$ cat config.mk
export PLATFORM = sky130hd
export DESIGN_NAME = sgrt_seg_buf
export DESIGN_NICKNAME = d
export VERILOG_FILES = /design/src/sv/sgrt_pkg.sv /design/src/sv/sgrt_seg_buf.sv
export SDC_FILE = /design/constraint.sdc
export NUM_CORES = 1
export LEC_CHECK = 0
export BUFFER_PORTS_ARGS = -buffer_cell sky130_fd_sc_hd__buf_2
export CORE_MARGIN = 3
export CORE_UTILIZATION = 55
export CTS_CLUSTER_DIAMETER = 60
export DETAILED_ROUTE_END_ITERATION = 12
export PLACE_DENSITY_LB_ADDON = 0.05
export SETUP_SLACK_MARGIN = 0.2
export SYNTH_ARGS = -nofsm -noshare
export SYNTH_HDL_FRONTEND = slang
export SYNTH_SLANG_ARGS = --single-unit
$ cat constraint.sdc
create_clock -name clk -period 8.57 [get_ports clk]
set_clock_uncertainty 0.05 [all_clocks]
set_input_delay 0.857 -clock clk [delete_from_list [all_inputs] [get_ports clk]]
set_output_delay 0.857 -clock clk [all_outputs]
set_load 0.02 [all_outputs]
$ cat src/sv/sgrt_pkg.sv
// ----------------------------------------------------------------------------
// sgrt_pkg
// shared constants and types of the scatter-gather region translator
// ----------------------------------------------------------------------------
package sgrt_pkg;

  localparam int DEF_MAX_ENTRIES = 16;
  localparam int DEF_ADDR_BITS   = 48;
  localparam int MAX_RESULTS     = 16;
  localparam int SECTOR_SHIFT    = 9;
  localparam int LEN_W           = 46;
  localparam int SECT_W          = 32;
  localparam int CMD_W           = 3;
  localparam int SEG_IDX_W       = $clog2(MAX_RESULTS);
  localparam int SEG_CNT_W       = $clog2(MAX_RESULTS + 1);

  typedef enum logic [2:0] {
    ST_OK        = 3'd0,
    ST_RANGE     = 3'd1,
    ST_NOT_READY = 3'd2,
    ST_MISMATCH  = 3'd3,
    ST_FULL      = 3'd4
  } status_t;

  // request cursor walking down the cell row
  typedef struct packed {
    logic             valid;
    logic [LEN_W-1:0] off;
    logic [LEN_W-1:0] stop;
  } token_t;

  typedef struct packed {
    logic busy;
    logic hit;
    logic done;
  } cell_stat_t;

  typedef struct packed {
    logic                 wr_en;
    logic [SEG_IDX_W-1:0] idx;
    status_t              status;
    logic                 commit;
    logic [SEG_CNT_W-1:0] cnt;
    logic                 is_write;
  } buf_ctl_t;

endpackage

$ cat src/sv/sgrt_seg_buf.sv
// ----------------------------------------------------------------------------
// sgrt_seg_buf
// holds the results of one request and plays them out with the last flag
// ----------------------------------------------------------------------------
module sgrt_seg_buf #(
  parameter int ADDR_BITS = sgrt_pkg::DEF_ADDR_BITS
) (
  input  logic                       clk,
  input  logic                       rst_n,
  input  sgrt_pkg::buf_ctl_t         ctl,
  input  logic [ADDR_BITS-1:0]       wr_phys,
  input  logic [sgrt_pkg::LEN_W-1:0] wr_len,
  output logic                       busy,
  output logic                       out_valid,
  input  logic                       out_stall,
  output logic [2:0]                 out_status,
  output logic [ADDR_BITS-1:0]       out_phys_addr,
  output logic [sgrt_pkg::LEN_W-1:0] out_seg_length,
  output logic                       out_is_write,
  output logic                       out_last
);
  import sgrt_pkg::*;

  status_t              mem_status [MAX_RESULTS];
  logic [ADDR_BITS-1:0] mem_phys   [MAX_RESULTS];
  logic [LEN_W-1:0]     mem_len    [MAX_RESULTS];

  logic                 busy_r;
  logic [SEG_CNT_W-1:0] cnt_r;
  logic [SEG_IDX_W-1:0] rd_r;
  logic                 wr_flag_r;
  logic                 out_valid_r;
  status_t              out_status_r;
  logic [ADDR_BITS-1:0] out_phys_r;
  logic [LEN_W-1:0]     out_len_r;
  logic                 out_wr_r;
  logic                 out_last_r;
  logic                 load;
  logic                 rd_last;

  assign load    = busy_r && (!out_valid_r || !out_stall);
  assign rd_last = SEG_CNT_W'(rd_r) == (cnt_r - SEG_CNT_W'(1));

  always_ff @(posedge clk) begin
    if (ctl.wr_en) begin
      mem_status[ctl.idx] <= ctl.status;
      mem_phys[ctl.idx]   <= wr_phys;
      mem_len[ctl.idx]    <= wr_len;
    end
  end

  always_ff @(posedge clk) begin
    if (load) begin
      out_status_r <= mem_status[rd_r];
      out_phys_r   <= mem_phys[rd_r];
      out_len_r    <= mem_len[rd_r];
      out_wr_r     <= wr_flag_r;
      out_last_r   <= rd_last;
    end
  end

  always_ff @(posedge clk) begin
    if (!rst_n) begin
      busy_r      <= 1'b0;
      out_valid_r <= 1'b0;
      cnt_r       <= '0;
      rd_r        <= '0;
      wr_flag_r   <= 1'b0;
    end else begin
      if (ctl.commit && (ctl.cnt != '0)) begin
        busy_r    <= 1'b1;
        cnt_r     <= ctl.cnt;
        rd_r      <= '0;
        wr_flag_r <= ctl.is_write;
      end else if (load) begin
        rd_r <= rd_r + SEG_IDX_W'(1);
        if (rd_last) begin
          busy_r <= 1'b0;
        end
      end
      if (load) begin
        out_valid_r <= 1'b1;
      end else if (out_valid_r && !out_stall) begin
        out_valid_r <= 1'b0;
      end
    end
  end

  assign busy           = busy_r;
  assign out_valid      = out_valid_r;
  assign out_status     = out_status_r;
  assign out_phys_addr  = out_phys_r;
  assign out_seg_length = out_len_r;
  assign out_is_write   = out_wr_r;
  assign out_last       = out_last_r;

endmodule

==> impl_metrics.toml <==
[run_status]
outcome = "complete, no violations"

[routing]
finalWirelength_mm = 129
drc_errors = 0
antenna_left = 0
first_iter_violations = 2481
vias = 26492
vias_per_cell = 6.18
dr.pass1.iters = 5
wl_per_cell_um = 30.1

[yosys]
synth_flop_cell = "edfxtp_1"
synth_compound_area_share_pct = 0.129
synth_seq_area_share_pct = 80.4
synth_top_family_by_area = "multiplexers"
synth_area_um2 = 62000
async_reset_ff_share_pct = 0
synth.distinct_cells = 32
synth_xor_area_share_pct = 0.113
synth-edff-count = 1651
synth_seq_cells = 1663
synth_area_per_cell_um2 = 26.5
yosys.area_share.simple_pct = 0.374
synthAdderAreaFrac_pct = 0.0404
ys_warn_count = 0
syn_inst = 2334
yosys-mux-area-fraction_pct = 17.7
synth_nets = 2448

[sta]
maxSlewViolCount = 0
hold_viol = 0
clock.fmax_ghz = 0.268
period_needed_ns = 3.74
rsz0062_at_grt = "false"
holdWs_ns = 0.325
slew_headroom_pct = 26.3
fin_crit_sh_pct = 43.6
worstMarginPinSlew_ns = 1.11
finalSetupTns_ns = 0
setup-violations-final = 0

[worst_setup_path]
crit_path_end_kind = "flip-flop"
crit_type = "reg -> reg"
cp.required_ns = 9.00
regToRegStartpoint = "rd_r[0]"
worst-path-max-fanout = 119
r2r_cells = 4
reg2reg_to = "out_phys_addr[35]"
rrSetupSlack_ns = 4.83
critPathLaunchType = "flip-flop"
arrival_ns = 4.17

[final_layout]
design_area_um2 = 69700
drive_above_1_share_pct = 34.6
layout_common_cells = "edfxtp_1, mux4_2, buf_2, clkbuf_16, clkbuf_1"
stdcell_count = 4287
nNetsFinal = 2768
mostFrequentLayoutCell = "edfxtp_1"
syn2layout_area_growth_pct = 12.5

[clock_network]
cts_made_buffers = 165
cts_tree = "built"
clkTransAtPathRegs_ns = 0.06
cts_resized = 0
clk_path_buf_depth = 3
post_cts_buffers = 0
cts-htree-levels = 4
cts-root-buf = "clkbuf_16"
ctsHoldBuffers = 0
clk_latency_ns = 0.76
cts.sinks = 1663

[global_routing]
grt_max_degree = 141
grtUsageTotal_pct = 22.8
antenna_found_initial = 23
gr-total-overflow = 0
grt_pass1_wl_mm = 192
first_global_vias = 28376

[floorplan]
initial_core_util_pct = 55.7
placementRows = 122
die-area_um2 = 117000
die_y_um = 342
num_io_pins = 213
fp.dieW_um = 342
core_um2 = 111000

[hold_path]
hold_class = "in -> reg"
min_to = "cnt_r[0]"
min_from = "ctl[1]"
hold_depth = 3

[placed_design]
placed_cells_incl_taps = 3975
hpwl_mm = 63.3
place.gp.congestion = 0.728
placed_cell_area_um2 = 64800
io_buffers = 212

[power_and_ir_drop]
p_per_area_nw_per_um2 = 234
leakage_nw = 21.3
peakVddDrop_uv = 186

[flow_run]
maxCapViolCount = 0
==> worst max path at each step <==
stage | start | endpoint | slack [ns] | cells after the start
6_report | rd_r[0] | out_phys_addr[35] | 4.83 | 4
5_1_grt | rd_r[0] | out_phys_addr[35] | 4.49 | 4
4_1_cts | rd_r[0] | out_phys_addr[35] | 4.69 | 4
3_5_place_dp | ctl[12] | mem_len[0][8] | 4.61 | 5
3_3_place_gp | ctl[12] | mem_phys[0][5] | 4.66 | 5
2_1_floorplan | ctl[12] | mem_len[8][0] | 0.21 | 2
==> stage by stage <==
step	power [mW]	util (%)	worst slack, ns
2_1_floorplan	9.72	-	0.214
3_3_place_gp	9.94	58.2	4.66
3_5_place_dp	9.96	58.2	4.61
4_1_cts	16.5	62.6	4.69
5_1_grt	16.9	62.6	4.49
6_report	16.3	62.6	4.83
==> Yosys cell counts (2+ instances only) <==
cell type	instances	area, um2
buf_1	11	41.3
buf_4	10	75.1
nor2_1	18	67.6
buf_12	3	60.1
mux2i_1	2	20.0
buf_2	10	50.1
xor2_1	6	52.6
ha_1	2	25.0
nand4b_1	2	17.5
nand3b_1	3	22.5
nand2b_1	2	12.5
dfxtp_1	12	240
a21oi_1	7	35.0
xnor2_1	2	17.5
clkbuf_1	45	169
mux4_2	474	10700
nor3_1	5	25.0
mux4_1	11	289
edfxtp_1	1651	49600
buf_6	31	349
inv_1	3	11.3
nand2_1	14	52.6
==> routing by layer <==
| metal | global-route usage [%] | up-vias | part of all wire (%) |
|---|---|---|---|
| met5 | 0 | - | 0.015 |
| met3 | 4.23 | 185 | 6.0 |
| met2 | 36.1 | 796 | 50 |
| met4 | 6.08 | 4 | 2.1 |
| met1 | 33.6 | 14570 | 42 |
| li1 | - | 10937 | - |
==> power by group <==
| part | switching [mW] | internal [mW] |
|---|---|---|
| Combinational | 0.354 | 0.232 |
| Clock | 2.84 | 3.72 |
| Sequential | 0.0524 | 9.14 |
| Total | 3.25 | 13.1 |
==> critical path: stages, from the launching register on <==
cell,delay [ns]
dfxtp_4,0.80
buf_12,0.78
buf_4,0.62
mux4_2,0.59
mux4_2,0.49
==> cell families after synthesis <==
kind of cell,Yosys count
buffers and inverters,113
AND/OR/NAND/NOR,49
multiplexers,487
XOR/XNOR,8
flip-flops,1663
adder cells (fa/ha/maj),2
AO/OA/AOI/OAI,12
==> sequential cells by signal (all words and copies together) (netlist names) <==
name,cells
out_seg_length,46
wr_flag_r,1
cnt_r,5
mem_len,736
mem_status,48
out_valid,1
mem_phys,768
busy,1
out_status,3
out_is_write,1
out_last,1
out_phys_addr,48
rd_r,4
==> final cells by class <==
| class | instances | area, um2 |
|---|---|---|
| antenna | 12 | 30.0 |
| clock buffer | 222 | 4410 |
| clock inverter | 78 | 492 |
| fill | 7344 | 41600 |
| inverter | 3 | 11.3 |
| multi-input combinational | 558 | 11500 |
| sequential | 1663 | 49800 |
| tap | 1488 | 1860 |
| timing repair buffer | 263 | 1540 |
No activity file was read; power rests on OpenSTA's default activity.
