===== config.mk =====
export PLATFORM = sky130hd
export DESIGN_NAME = sgrt_cell
export DESIGN_NICKNAME = d
export VERILOG_FILES = /design/src/sv/sgrt_pkg.sv /design/src/sv/sgrt_cell.sv
export SDC_FILE = /design/constraint.sdc
export NUM_CORES = 1
export LEC_CHECK = 0
export BUFFER_PORTS_ARGS = -buffer_cell sky130_fd_sc_hd__buf_2
export CELL_PAD_IN_SITES_DETAIL_PLACEMENT = 0
export CELL_PAD_IN_SITES_GLOBAL_PLACEMENT = 1
export CORE_ASPECT_RATIO = 0.75
export CORE_MARGIN = 3
export CORE_UTILIZATION = 42
export CTS_CLUSTER_SIZE = 10
export DETAILED_ROUTE_END_ITERATION = 6
export PLACE_DENSITY_LB_ADDON = 0.1
export SLEW_MARGIN = 20
export SYNTH_ARGS = -nofsm -noshare
export SYNTH_HDL_FRONTEND = slang
export SYNTH_SLANG_ARGS = --single-unit

===== constraint.sdc =====
create_clock -name clk -period 3.8 [get_ports clk]
set_clock_uncertainty 0.15 [all_clocks]
set_input_delay 0.19 -clock clk [delete_from_list [all_inputs] [get_ports clk]]
set_output_delay 0.19 -clock clk [all_outputs]
set_load 0.1 [all_outputs]

===== src/sv/sgrt_pkg.sv =====
// ----------------------------------------------------------------------------
// sgrt_pkg
// shared constants and types of the scatter-gather region translator
// ----------------------------------------------------------------------------
package sgrt_pkg;

  localparam int DEF_MAX_ENTRIES = 16;
  localparam int DEF_ADDR_BITS   = 48;
  localparam int MAX_RESULTS     = 16;
  localparam int SECTOR_SHIFT    = 9;
  localparam int LEN_W           = 46;
  localparam int SECT_W          = 32;
  localparam int CMD_W           = 3;
  localparam int SEG_IDX_W       = $clog2(MAX_RESULTS);
  localparam int SEG_CNT_W       = $clog2(MAX_RESULTS + 1);

  typedef enum logic [2:0] {
    ST_OK        = 3'd0,
    ST_RANGE     = 3'd1,
    ST_NOT_READY = 3'd2,
    ST_MISMATCH  = 3'd3,
    ST_FULL      = 3'd4
  } status_t;

  // request cursor walking down the cell row
  typedef struct packed {
    logic             valid;
    logic [LEN_W-1:0] off;
    logic [LEN_W-1:0] stop;
  } token_t;

  typedef struct packed {
    logic busy;
    logic hit;
    logic done;
  } cell_stat_t;

  typedef struct packed {
    logic                 wr_en;
    logic [SEG_IDX_W-1:0] idx;
    status_t              status;
    logic                 commit;
    logic [SEG_CNT_W-1:0] cnt;
    logic                 is_write;
  } buf_ctl_t;

endpackage


===== src/sv/sgrt_cell.sv =====
// ----------------------------------------------------------------------------
// sgrt_cell
// one region entry of the table; cuts a segment off the passing cursor
// ----------------------------------------------------------------------------
module sgrt_cell #(
  parameter int ADDR_BITS = sgrt_pkg::DEF_ADDR_BITS
) (
  input  logic                       clk,
  input  logic                       rst_n,
  input  logic                       wr_en,
  input  logic [ADDR_BITS-1:0]       wr_smb,
  input  logic [sgrt_pkg::LEN_W-1:0] wr_base,
  input  logic [sgrt_pkg::LEN_W-1:0] wr_end,
  input  logic                       flush,
  input  sgrt_pkg::token_t           tok_in,
  output sgrt_pkg::token_t           tok_out,
  output sgrt_pkg::cell_stat_t       stat,
  output logic [ADDR_BITS-1:0]       seg_phys,
  output logic [sgrt_pkg::LEN_W-1:0] seg_len
);
  import sgrt_pkg::*;

  // start minus base, so one add gives the physical address
  logic [ADDR_BITS-1:0] smb_r;
  logic [LEN_W-1:0]     base_r;
  logic [LEN_W-1:0]     end_r;
  token_t               tok_r;
  logic                 hit;
  logic                 fits;

  always_ff @(posedge clk) begin
    if (wr_en) begin
      smb_r  <= wr_smb;
      base_r <= wr_base;
      end_r  <= wr_end;
    end
  end

  always_ff @(posedge clk) begin
    if (!rst_n || flush) begin
      tok_r <= '0;
    end else begin
      tok_r <= tok_in;
    end
  end

  always_comb begin
    hit  = tok_r.valid && (tok_r.off >= base_r) && (tok_r.off < end_r);
    fits = tok_r.stop <= end_r;
    seg_len  = fits ? (tok_r.stop - tok_r.off) : (end_r - tok_r.off);
    seg_phys = smb_r + ADDR_BITS'(tok_r.off);
    stat.busy = tok_r.valid;
    stat.hit  = hit;
    stat.done = hit && fits;
    tok_out.valid = tok_r.valid && !(hit && fits);
    tok_out.off   = hit ? end_r : tok_r.off;
    tok_out.stop  = tok_r.stop;
  end

endmodule


==> run_results.csv, run 1 <==
group,metric,value,unit
floorplanning,die_area,0.0452,mm^2
detailed_routing,top_layer,"met4",
placement,place_congestion,0.910,
timing,maxSlewViolCount,0,
timing,rsz0062_at_grt,"true",
yosys,syn_area,0.0179,mm^2
detailed_routing,wl_met1,33800,um
global_routing,grt_pass1_vias,19642,
power_and_ir_drop,p_leak,14.8,nW
yosys,yosysWarnings,0,
critical_path,critical_path_class,"reg -> out",
cells_and_area,nets,3384,
cts,root_buffer,"clkbuf_16",
global_routing,grt_pass1_wl,115000,um
power_and_ir_drop,powerDensity,393,mW/mm^2
detailed_routing,met2WireLength,37400,um
critical_path,end_kind,"output pin",
timing,setup_slack,-0.713,ns
detailed_routing,wl_met3,6220,um
global_routing,grt_max_degree,94,
cts,cts_tree,"built",
cts,htree_num_levels,1,
floorplanning,initial_utilization,43.3,%
cells_and_area,drive_above_1_share,42.5,%
timing,min_period,4.51,ns
power_and_ir_drop,power,0.0126,W
timing,holdWs,0.165,ns
cts,clockBufferDepth,3,
global_routing,grt_overflow,0,
cells_and_area,final_common_cell,"buf_2",
cells_and_area,fillers,2682,
detailed_routing,vias,19339,
critical_path,arrival,4.17,ns
floorplanning,io_pins,427,
yosys,synth_ff_type,"edfxtp_1",
timing,setup_tns,-47.76,ns
run,drv_cap,0,
detailed_routing,post_drt_wl_per_cell,22.9,um
yosys,synth.area.top_cells,"edfxtp_1 23%, ha_1 16%, dfxtp_1 10%",
floorplanning,die_x,244,um
detailed_routing,detail_route.vias_per_cell,5.53,
placement,io_buffers,426,
floorplanning,die_h,185,um
critical_path,slowest_stage,"a2111oi_2",
detailed_routing,ant_nets,0,
yosys,ys_types,65,
detailed_routing,drc,0,
global_routing,antenna_found_initial,2,
critical_path,critPathTopFamily,"compound AO/OA/AOI/OAI gates",
yosys,syn_avg_cell_area,9.16,um^2
timing,timing.fmax,222,MHz
worst_hold_path,hp-class,"in -> reg",
yosys,seq_area_frac_synth,33.9,%
yosys,syn_inst,1955,
floorplanning,coreArea,0.0414,mm^2
detailed_routing,first_iter_violations,1399,
floorplanning,num_rows,64,
cts,clk_pin_slew,0.06,ns
timing,post-route-period-util,119,%
critical_path,cp.buffers_inverters,3,
yosys,syn_nets,2424,
critical_path,critical_path.most_common_cell,"o31ai_4",
power_and_ir_drop,max-vdd-ir-drop,0.502,mV
critical_path,path_cells,"ha_4 -> inv_2 -> fa_2 -> nand2b_4 -> a21oi_4 -> o21ba_4 -> o211ai_1 -> a2111oi_2 -> nor3_2 -> o31ai_4 -> buf_6 -> a31oi_4 -> o31ai_4 -> xnor2_4 -> buf_12",
placement,dp_hpwl,55500,um
outcome,violations,"setup timing",
critical_path,cpPeakStageDelay,0.42,ns
placement,dpl_worst_slack,-0.367,ns
critical_path,startpoint_type,"flop",
yosys,yosys.area.top_type,"edfxtp_1",
critical_path,cp_data_required_time,3.46,ns
yosys,synth.top_cell.area_share,23.5,%
detailed_routing,firstDrtPassIters,7,
yosys,synth_enable_flop_cells,140,
detailed_routing,drt_wl_total,80200,um
timing,worstMarginPinSlew,0.964,ns
cells_and_area,area_growth,78.8,%
timing,setup_viol,118,
global_routing,track_usage,33.1,%
critical_path,cp_max_fo,6,
cells_and_area,final_cell_mix,"299 x buf_2, 276 x buf_4, 234 x dlygate4sd3_1",
cts,clkSinkCount,233,
yosys,ys_ff_latch,233,
timing,timing_hold_violations_final,0,
timing,relSlewSlack,35.7,%
cells_and_area,final_core_util,77.4,%
yosys,async_flop_share,0,%
cts,numCtsBuffers,28,
outcome,status,"complete, but fails checks",
[cell type report]
class | count | area (um^2) | area share, %
diodes | 4 | 10.0 | 0.0313
clock buffers | 45 | 785 | 2.45
well taps | 561 | 702 | 2.19
repair buffers | 1039 | 9970 | 31.1
inverters | 177 | 694 | 2.17
flip-flops and latches | 233 | 6100 | 19.1
clock inverters | 2 | 25.0 | 0.0781
multi-input cells | 1436 | 13700 | 42.9
[metrics by stage]
| stage | cells | instance area [um^2] |
|---|---|---|
| after CTS | 3464 | 31100 |
| after detailed placement | 3082 | 24900 |
| after global placement | 3082 | 24900 |
| after global routing | 3494 | 32000 |
| after floorplan | 1955 | 19000 |
| final | 3497 | 32000 |
[what timing repair did]
action,4_1_cts,5_1_grt
resized for setup,441,169
endpoints found under the setup margin,127,126
setup buffers,100,50
pin swaps,143,87
hold buffers,234,0
hold endpoints to repair,267,0
cloned,12,0
[path summary, 6_finish.rpt]
path         from      endpoint  cells past startpoint
max      smb_r[0]  seg_phys[40]                     15
min   wr_base[19]    base_r[19]                      2
[metal layers]
layer / track usage [%] / up-vias
li1: - / 8917
met1: 45.2 / 9387
met2: 54.0 / 871
met3: 6.02 / 164
met4: 9.37 / 0
met5: 0 / -
[logic make-up (layout without fill, tap and decap cells)]
logic type | Yosys count | count (layout) | synth area share, %
buf+inv | 286 | 1263 | 7.25
compound gates | 555 | 555 | 19.8
simple gates | 464 | 464 | 13.2
xor+xnor | 127 | 127 | 6.21
fa+ha+maj | 232 | 232 | 16.3
mux | 58 | 58 | 3.25
flops | 233 | 233 | 33.9
other cells | 0 | 4 | 0
[flip-flops by register name, summed over array words and instances (netlist names)]
| signal | count |
|---|---|
| smb_r | 48 |
| stat | 1 |
| tok_r | 46 |
| end_r | 46 |
| tok_out | 46 |
| base_r | 46 |
[Yosys cell counts (9+ instances only)]
master	instances
o31ai_1	11
o211ai_1	13
xnor2_1	84
nor3_1	24
dfxtp_1	93
a211oi_1	9
and3_1	16
clkbuf_1	50
a31oi_1	19
mux2i_1	57
or3_1	12
buf_4	53
nand3_1	25
a21o_1	135
xor2_1	43
edfxtp_1	140
nand4_1	48
ha_1	229
nor2_1	93
nand2_1	102
o21bai_1	28
a21oi_1	178
and2_1	97
o21a_1	12
o21ai_0	94
nand2b_1	23
inv_1	176
[power breakdown]
part           internal, W  leakage (nW)  switching, W
registers          0.00286          2.14      0.000135
logic              0.00274          12.2       0.00431
clock network      0.00140         0.389       0.00113
Note: power is estimated with default switching activity, not from simulation.
==> run 2: changes to the inputs <==
Settings changed: SETUP_SLACK_MARGIN set to 0.02.
==> run_results.csv, run 2 (synthesis gave the netlist of run 1 again) <==
group,metric,value,unit
outcome,status,"complete, but fails checks",
outcome,violations,"setup timing",
timing,post-route-period-util,117,%
placement,place_congestion,0.903,
cells_and_area,nets,3352,
critical_path,startpoint_type,"flop",
cells_and_area,final_cells,3465,
timing,maxSlewViolCount,0,
timing,setup_viol,117,
critical_path,cp_max_fo,6,
power_and_ir_drop,power,0.0124,W
cells_and_area,final_common_cell,"buf_2",
detailed_routing,first_iter_violations,1312,
cells_and_area,fillers,2710,
critical_path,cp_data_required_time,3.46,ns
placement,dp_hpwl,54600,um
global_routing,track_usage,31.8,%
floorplanning,coreArea,0.0414,mm^2
cells_and_area,diodes,0,
critical_path,cpPeakStageDelay,0.47,ns
cts,clk_pin_slew,0.06,ns
detailed_routing,wl_met3,5150,um
placement,dpl.cell_count,3077,
cts,numCtsBuffers,28,
power_and_ir_drop,p_leak,14.5,nW
floorplanning,num_rows,64,
detailed_routing,drc,0,
cts,htree_num_levels,1,
floorplanning,die_x,244,um
cts,clkSinkCount,233,
floorplanning,initial_utilization,43.3,%
placement,dpl_worst_slack,-0.476,ns
cells_and_area,drive_above_1_share,40.7,%
global_routing,grt_overflow,0,
critical_path,critical_path_class,"reg -> out",
global_routing,grt_max_degree,94,
timing,timing.fmax,226,MHz
global_routing,grt_pass1_wl,112000,um
detailed_routing,wl_met1,33700,um
critical_path,cp.buffers_inverters,3,
detailed_routing,firstDrtPassIters,5,
critical_path,end_kind,"output pin",
detailed_routing,top_layer,"met4",
floorplanning,io_pins,427,
run,drv_cap,0,
timing,relSlewSlack,36.5,%
worst_hold_path,whs_path_depth,2,
power_and_ir_drop,max-vdd-ir-drop,0.425,mV
placement,io_buffers,426,
critical_path,path_cells,"ha_4 -> a21o_1 -> a21o_1 -> a2111oi_4 -> o21ai_1 -> a221o_1 -> a31o_4 -> a21oi_4 -> nor3_4 -> o21ai_4 -> buf_12 -> buf_12 -> mux2i_4 -> buf_12",
critical_path,crit_cells,14,
timing,rsz0062_at_grt,"true",
timing,setup_slack,-0.628,ns
cts,root_buffer,"clkbuf_16",
timing,worstMarginPinSlew,0.953,ns
global_routing,grt_pass1_vias,19013,
cells_and_area,final_cell_mix,"298 x buf_2, 281 x buf_4, 234 x dlygate4sd3_1",
worst_hold_path,hp-class,"in -> reg",
detailed_routing,post_drt_wl_per_cell,21.8,um
cells_and_area,largest_register,"smb_r",
power_and_ir_drop,powerDensity,396,mW/mm^2
floorplanning,die_h,185,um
detailed_routing,detail_route.vias_per_cell,5.40,
critical_path,arrival,4.09,ns
critical_path,critical_path.most_common_cell,"buf_12",
cts,cts_tree,"built",
floorplanning,die_area,0.0452,mm^2
detailed_routing,ant_nets,0,
critical_path,slowest_stage,"edfxtp_1",
cells_and_area,area_growth,75.3,%
global_routing,antenna_found_initial,0,
detailed_routing,vias,18712,
detailed_routing,drt_wl_total,75600,um
cts,clockBufferDepth,3,
critical_path,critPathTopFamily,"compound AO/OA/AOI/OAI gates",
timing,min_period,4.43,ns
detailed_routing,met2WireLength,35200,um
cells_and_area,largest_reg_flops,48,
timing,timing_hold_violations_final,0,
run 2: cell count changes in the layout (fill, tap and decap cells not counted), sizes merged:
| cell | before | now |
|---|---|---|
| bufbuf | 0 | 1 |
| diode | 4 | 0 |
| clkbuf | 46 | 51 |
| buf | 804 | 769 |
| clkinvlp | 0 | 1 |
run 2: routing by layer:
| metal | up-vias | track usage [%] |
|---|---|---|
| met2 | 705 | 52.7 |
| met1 | 9073 | 45.0 |
| met3 | 94 | 4.52 |
| met5 | - | 0 |
| met4 | 0 | 5.66 |
| li1 | 8840 | - |
run 2: report_power, final:
group          switching (W)  internal (W)
clock                0.00113       0.00140
combinational        0.00421       0.00268
sequential          0.000135       0.00286
run 2: path summary, 6_finish.rpt:
kind,startpoint,to,slack [ns]
worst min-delay path,wr_smb[23],smb_r[23],0.16
worst max-delay path,end_r[19],tok_out[66],-0.63
run 2: stage by stage:
| stage | utilization (%) | hold slack [ns] | area (um^2) | setup TNS, ns |
|---|---|---|---|---|
| global placement | 60.1 | 0.217 | 24900 | -12.82 |
| detailed placement | 60.1 | 0.218 | 24900 | -18.51 |
| floorplan | - | 0.139 | 19000 | -12.52 |
| CTS | 73.8 | 0.128 | 30500 | -45.10 |
| global route | 75.8 | 0.136 | 31400 | -60.95 |
| finish | 75.8 | 0.158 | 31400 | -46.75 |
run 2: area by class of cell:
type | instances | area, um^2 | area share (%)
flip-flops and latches | 233 | 6100 | 19.4
clock inverters | 3 | 46.3 | 0.147
multi-input cells | 1436 | 13500 | 43.0
clock buffers | 48 | 786 | 2.50
repair buffers | 1007 | 9560 | 30.5
inverters | 177 | 684 | 2.18
well taps | 561 | 702 | 2.24
run 2: timing repair:
| item | 4_1_cts | 5_1_grt |
|---|---|---|
| hold buffers | 234 | 0 |
| cloned | 10 | 3 |
| gates resized for setup | 382 | 126 |
| pin swaps | 121 | 62 |
| setup endpoints to repair | 127 | 127 |
| buffers inserted | 65 | 39 |
| endpoints found under the hold margin | 276 | 0 |
